<file path="config.mk">
export PLATFORM = sky130hd
export DESIGN_NAME = kmer_minimizer_finder_top
export DESIGN_NICKNAME = d
export VERILOG_FILES = /design/src/rtl/kmf_pkg.sv /design/src/rtl/kmf_step.sv /design/src/rtl/kmer_minimizer_finder_top.sv
export SDC_FILE = /design/constraint.sdc
export NUM_CORES = 1
export LEC_CHECK = 0
export CORE_MARGIN = 1.5
export CORE_UTILIZATION = 50
export CTS_BUF_LIST = sky130_fd_sc_hd__clkbuf_8
export DETAILED_ROUTE_END_ITERATION = 8
export DONT_BUFFER_PORTS = 1
export PLACE_DENSITY = 0.76
export SYNTH_ARGS = -nofsm -noshare
export SYNTH_HDL_FRONTEND = slang
export SYNTH_SLANG_ARGS = --single-unit
</file>
<file path="constraint.sdc">
create_clock -name clk_i -period 7.1 [get_ports clk_i]
set_input_delay 0.71 -clock clk_i [delete_from_list [all_inputs] [get_ports clk_i]]
set_output_delay 0.71 -clock clk_i [all_outputs]
set_load 0.02 [all_outputs]
</file>
<file path="src/rtl/kmf_pkg.sv">
// ----------------------------------------------------------------------------
// kmf_pkg
// Shared types, constants and helpers for the k-mer minimizer finder.
// ----------------------------------------------------------------------------
package kmf_pkg;

  localparam int unsigned MaxKmerChars = 255;
  localparam int unsigned CountW       = 9;
  localparam int unsigned OffsetW      = 8;
  localparam int unsigned WindowW      = 64;
  localparam int unsigned MLenW        = 6;
  localparam int unsigned MaxMLen      = 32;
  localparam logic [MLenW-1:0] MLenReset = 6'd8;

  localparam logic [7:0] CharC = 8'h43;
  localparam logic [7:0] CharT = 8'h54;
  localparam logic [7:0] CharG = 8'h47;

  localparam logic [1:0] CodeOther = 2'd0;
  localparam logic [1:0] CodeC     = 2'd1;
  localparam logic [1:0] CodeT     = 2'd2;
  localparam logic [1:0] CodeG     = 2'd3;

  typedef struct packed {
    logic [7:0] base_char;
    logic       end_of_kmer;
  } in_item_t;

  typedef struct packed {
    logic [WindowW-1:0] minimizer_value;
    logic [OffsetW-1:0] minimizer_position;
    logic               length_overflow;
  } out_item_t;

  typedef struct packed {
    logic [WindowW-1:0] window;
    logic [WindowW-1:0] best_value;
    logic [OffsetW-1:0] best_offset;
    logic [CountW-1:0]  chars_seen;
    logic               best_valid;
  } kmf_state_t;

  function automatic logic [1:0] base_code(input logic [7:0] ch);
    logic [1:0] code;
    case (ch)
      CharC:   code = CodeC;
      CharT:   code = CodeT;
      CharG:   code = CodeG;
      default: code = CodeOther;
    endcase
    return code;
  endfunction

endpackage

</file>
<file path="src/rtl/kmf_step.sv">
// ----------------------------------------------------------------------------
// kmf_step
// One-character update: shift in the base code, mask to m bases, compare
// against the kept minimizer, and form the result on the last character.
// ----------------------------------------------------------------------------
module kmf_step (
  input  kmf_pkg::kmf_state_t            state_i,
  input  kmf_pkg::in_item_t              item_i,
  input  logic [kmf_pkg::MLenW-1:0]      mlen_i,
  output kmf_pkg::kmf_state_t            state_o,
  output kmf_pkg::out_item_t             result_o
);

  logic [kmf_pkg::MLenW-1:0]   m_eff;
  logic [kmf_pkg::MLenW-1:0]   shamt;
  logic [kmf_pkg::WindowW-1:0] mask;
  logic [kmf_pkg::WindowW-1:0] win_new;
  logic [kmf_pkg::CountW-1:0]  n;
  logic [kmf_pkg::CountW-1:0]  offs;
  kmf_pkg::kmf_state_t         upd;

  always_comb begin
    if (mlen_i == '0) begin
      m_eff = kmf_pkg::MLenW'(1);
    end else if (mlen_i > kmf_pkg::MLenW'(kmf_pkg::MaxMLen)) begin
      m_eff = kmf_pkg::MLenW'(kmf_pkg::MaxMLen);
    end else begin
      m_eff = mlen_i;
    end
  end

  // two bits per base; m = 32 fills the whole word
  assign shamt = {m_eff[kmf_pkg::MLenW-2:0], 1'b0};
  assign mask  = (m_eff == kmf_pkg::MLenW'(kmf_pkg::MaxMLen)) ? '1
                                                              : ~({kmf_pkg::WindowW{1'b1}} << shamt);

  assign n       = state_i.chars_seen + kmf_pkg::CountW'(1);
  assign win_new = {state_i.window[kmf_pkg::WindowW-3:0], kmf_pkg::base_code(item_i.base_char)}
                   & mask;
  assign offs    = n - kmf_pkg::CountW'(m_eff);

  always_comb begin
    upd = state_i;
    if (state_i.chars_seen < kmf_pkg::CountW'(kmf_pkg::MaxKmerChars)) begin
      upd.chars_seen = n;
      upd.window     = win_new;
      if (n >= kmf_pkg::CountW'(m_eff)) begin
        // strict less-than keeps the earliest offset on ties
        if (!state_i.best_valid || (win_new < state_i.best_value)) begin
          upd.best_value  = win_new;
          upd.best_offset = offs[kmf_pkg::OffsetW-1:0];
          upd.best_valid  = 1'b1;
        end
      end
    end else begin
      upd.chars_seen = kmf_pkg::CountW'(kmf_pkg::MaxKmerChars + 1);
    end
  end

  always_comb begin
    if (upd.best_valid) begin
      result_o.minimizer_value    = upd.best_value;
      result_o.minimizer_position = upd.best_offset;
    end else begin
      // short k-mer: partial packed value at position zero
      result_o.minimizer_value    = upd.window;
      result_o.minimizer_position = '0;
    end
    result_o.length_overflow = (upd.chars_seen > kmf_pkg::CountW'(kmf_pkg::MaxKmerChars));
  end

  assign state_o = item_i.end_of_kmer ? '0 : upd;

endmodule

</file>
<file path="src/rtl/kmer_minimizer_finder_top.sv">
// Result path: after the input transfer of the last character, the input register feeds the
// result register, which loads the result once it holds no untaken result.
// Throughput: one character per cycle; a last character waits only while the result
// register holds an untaken result.
// Reset clears window, minimizer, count and the valid flags; minimizer_length resets to 8.
// ----------------------------------------------------------------------------
// kmer_minimizer_finder_top
// Streams k-mer characters and reports the lexicographic 2-bit minimizer.
// ----------------------------------------------------------------------------
module kmer_minimizer_finder_top (
  input  logic                       clk_i,
  input  logic                       rst_ni,
  input  logic                       in_valid_i,
  output logic                       in_stall_o,
  input  kmf_pkg::in_item_t          in_item_i,
  output logic                       out_valid_o,
  input  logic                       out_stall_i,
  output kmf_pkg::out_item_t         out_item_o,
  input  logic                       cfg_we_i,
  input  logic [kmf_pkg::MLenW-1:0]  cfg_data_i
);

  logic [kmf_pkg::MLenW-1:0] mlen_q;
  logic                      s1_valid_q, s1_valid_d;
  kmf_pkg::in_item_t         s1_item_q;
  kmf_pkg::kmf_state_t       state_q, state_d;
  kmf_pkg::out_item_t        result;
  logic                      out_valid_q, out_valid_d;
  kmf_pkg::out_item_t        out_item_q;
  logic                      out_free, s1_adv, in_xfer, out_load;

  assign out_free   = !out_valid_q || !out_stall_i;
  assign s1_adv     = s1_valid_q && (!s1_item_q.end_of_kmer || out_free);
  assign in_stall_o = s1_valid_q && !s1_adv;
  assign in_xfer    = in_valid_i && !in_stall_o;
  assign out_load   = s1_valid_q && s1_item_q.end_of_kmer && out_free;

  kmf_step u_step (
    .state_i  (state_q),
    .item_i   (s1_item_q),
    .mlen_i   (mlen_q),
    .state_o  (state_d),
    .result_o (result)
  );

  always_comb begin
    if (in_xfer) begin
      s1_valid_d = 1'b1;
    end else if (s1_adv) begin
      s1_valid_d = 1'b0;
    end else begin
      s1_valid_d = s1_valid_q;
    end
    if (out_load) begin
      out_valid_d = 1'b1;
    end else if (!out_stall_i) begin
      out_valid_d = 1'b0;
    end else begin
      out_valid_d = out_valid_q;
    end
  end

  always_ff @(posedge clk_i or negedge rst_ni) begin
    if (!rst_ni) begin
      mlen_q      <= kmf_pkg::MLenReset;
      s1_valid_q  <= 1'b0;
      state_q     <= '0;
      out_valid_q <= 1'b0;
    end else begin
      if (cfg_we_i) begin
        mlen_q <= cfg_data_i;
      end
      s1_valid_q  <= s1_valid_d;
      out_valid_q <= out_valid_d;
      if (s1_adv) begin
        state_q <= state_d;
      end
    end
  end

  always_ff @(posedge clk_i) begin
    if (in_xfer) begin
      s1_item_q <= in_item_i;
    end
    if (out_load) begin
      out_item_q <= result;
    end
  end

  assign out_valid_o = out_valid_q;
  assign out_item_o  = out_item_q;

endmodule
</file>
==> impl_metrics.csv <==
group,metric,value,unit
sta,skew,29.9,ps
yosys,ys_seq_elements,236,
critical_path,crit_path_cell_trace,"nor2_1, nand2b_1, nand2b_1, nand2_1, inv_1, ha_1, a211oi_1, o21ai_0, a221o_1, a211oi_1, o221ai_1, nor3_4, buf_4, o31ai_2, buf_4, a32o_1",
critical_path,cp_num_buf_inv,3,
sta,fmax,186,MHz
sta,hold_ws,217,ps
clock_tree,cts_inserted_buffers,42,
yosys,yosysUniqueCellTypes,63,
grt,grt_pass1_vias,11400,
run,cap_viol_max_count,0,
clock_tree,cts_sinks,236,
yosys,synthArstFlopShare,65.3,%
yosys,netlist_area,13500,um2
drt,num_vias,11400,
drt,vias_per_cell,6.41,
layout,layout.nets,1498,
yosys,yosysWarnings,0,
sta,tightestPinTransition,1180,ps
yosys,synth_area_leaders,"dfrtp_1, edfxtp_1, ha_1, nand2_1, o21ai_0",
yosys,syn_avg_cell_area,9.26,um2
floorplanning,core_area,26300,um2
sta,max-slew-margin-rel,21.6,%
layout,drive_above_1_share,7.15,%
layout,final_area,14500,um2
yosys,synthFlopType,"dfrtp_1",
yosys,synth_top_area_cell,"dfrtp_1",
clock_tree,clk_path_buf_depth,3,
critical_path,worstPathMaxFanout,92,
yosys,yosysSeqAreaShare,46.9,%
floorplanning,dieWidth,167,um
place,dp_hpwl,22800,um
grt,track_usage,27.0,%
sta,period_needed,5390,ps
yosys,synth_edf_count,82,
yosys,syn_inst,1454,
floorplanning,dieArea,27900,um2
place,gp_congestion,0.908,
clock_tree,root_buffer,"clkbuf_8",
place,place_area,13600,um2
status,status,"complete, no violations",
drt,wirelength,37400,um
sta,rsz0062_at_grt,"false",
critical_path,cp.required,7510,ps
grt,antenna_found_initial,1,
yosys,syn_nets,1545,
sta,slew_viol_final,0,
grt,grt_pass1_wl,60700,um
grt,grt_max_degree,154,
floorplanning,rows,59,
clock_tree,cts_max_level,2,
critical_path,start_kind,"flop",
sta,setup_viol,0,
yosys,synth_top_area_share,28.4,%
power,p_leak,6.24,nW
critical_path,crit_family,"compound AO/OA/AOI/OAI gates",
critical_path,slowest_delay,790,ps
floorplanning,chipHeight,167,um
min_path,hold_class,"input pin to asynchronous set/reset pin",
critical_path,worst_path_max_delay_cell,"buf_4",
power,ir_worst_vdd,0.298,mV
sta,finalSetupTns,0,ps
layout,syn2layout_area_growth,7.54,%
place,io_buffers,0,
critical_path,cp-end-kind,"flop",
power,power_density,301,nW/um2
drt,drcViolationCount,0,
drt,ant_nets,0,
clock_tree,clock_latency,550,ps
critical_path,crit_arrival,5800,ps
clock_tree,tritoncts,"built",
floorplanning,initial_utilization,51.2,%
critical_path,path_class,"flop to flop",
drt,dr.pass1.iters,5,
clock_tree,clkSlewWorstSetupHoldPaths,60,ps
drt,routedWlPerCell,21.1,um
sta,hold_viol_final,0,
floorplanning,io_pins,95,
grt,grt_overflow_total,0,
drt,drt_iter0_drc,1345,
sta,fin_crit_sh,75.9,%
power,power.total,0.00435,W
power breakdown:
part / switching, W / leakage, nW / internal (W) / total (W)
Combinational: 0.000942 / 2.86 / 0.000395 / 0.00134
Clock: 0.000566 / 0.484 / 0.000655 / 0.00122
Sequential: 0.000163 / 2.90 / 0.00163 / 0.00180
Total: 0.00167 / 6.24 / 0.00268 / 0.00435
logic make-up after synthesis:
| family | synth area share, % |
|---|---|
| simple gates | 16.3 |
| flops | 46.9 |
| xor+xnor | 0.650 |
| mux | 0.492 |
| fa+ha+maj | 6.65 |
| buf+inv | 6.56 |
| compound gates | 22.4 |
layout by cell type (no fill, tap or decap), drive strengths merged, types with 19 or more instances in the layout:
cell type	synthesis	layout
buf	22	19
and2	21	21
nand3	21	21
clkbuf	89	48
nor2b	28	28
a21oi	94	94
edfxtp	82	82
dfrtp	153	153
o221ai	32	32
nand2	208	208
or4	48	48
nor2	89	89
inv	116	133
a211oi	42	42
ha	70	70
a221oi	35	35
o21ai	116	116
per-layer routing:
layer	vias up	share of wire (%)	routed length (um)	GRT usage, %
met5	-	0	0	0
met4	0	3.5	1300	11.8
met3	97	7.2	2700	3.95
met2	500	48	17900	43.6
met1	5569	42	15500	36.4
li1	5232	-	-	-
what timing repair did:
item / CTS / global route
endpoints found under the hold margin: 153 / 0
hold buffers: 2 / 0
gates resized for setup: 0 / 0
buffers inserted: 0 / 0
final timing paths:
| check | cells after the start | slack, ps | to | from |
|---|---|---|---|---|
| worst max register to register | 16 | 1710 | state_q[75] | mlen_q[5] |
| min in group clk_i | 1 | 260 | mlen_q[1] | cfg_we_i |
| worst min-delay path | 1 | 220 | state_q[4] | rst_ni |
| max in group asynchronous | 1 | 6270 | state_q[0] | rst_ni |
| worst min register to register | 2 | 490 | state_q[125] | state_q[125] |
| worst max-delay path | 16 | 1710 | state_q[75] | mlen_q[5] |
registers in the layout, indices dropped and copies added (netlist names):
signal and count:
s1_valid_q 1, state_q 146, out_valid_o 1, mlen_q 6
s1_item_q 9, out_item_o 73
synthesized netlist by cell type, drive strengths merged (12+ instances only):
library cell,number
a211o,15
a211oi,42
a21oi,94
a221oi,35
a32o,15
and2,21
buf,22
clkbuf,89
dfrtp,153
edfxtp,82
ha,70
inv,116
nand2,208
nand2b,12
nand3,21
nand4,17
nor2,89
nor2b,28
o21ai,116
o221ai,32
o22ai,12
o311ai,18
or4,48
final cells by class:
| cell class | instances | area [um2] |
|---|---|---|
| clock inverter | 30 | 151 |
| clock buffer | 48 | 661 |
| timing repair buffer | 20 | 173 |
| multi-input combinational | 991 | 6320 |
| antenna | 1 | 2.50 |
| fill | 2324 | 11800 |
| inverter | 116 | 435 |
| sequential | 236 | 6320 |
| tap | 335 | 419 |
per-stage QoR:
| step | cells | worst slack (ps) | utilization (%) |
|---|---|---|---|
| after global routing | 1777 | 1400 | 55.1 |
| final | 1777 | 1710 | 55.1 |
| after CTS | 1776 | 1870 | 55.1 |
| after detailed placement | 1696 | 1910 | 51.9 |
| after global placement | 1696 | 1950 | 51.9 |
| after floorplan | 1454 | 2050 | - |
(Power assumes the default switching activity.)
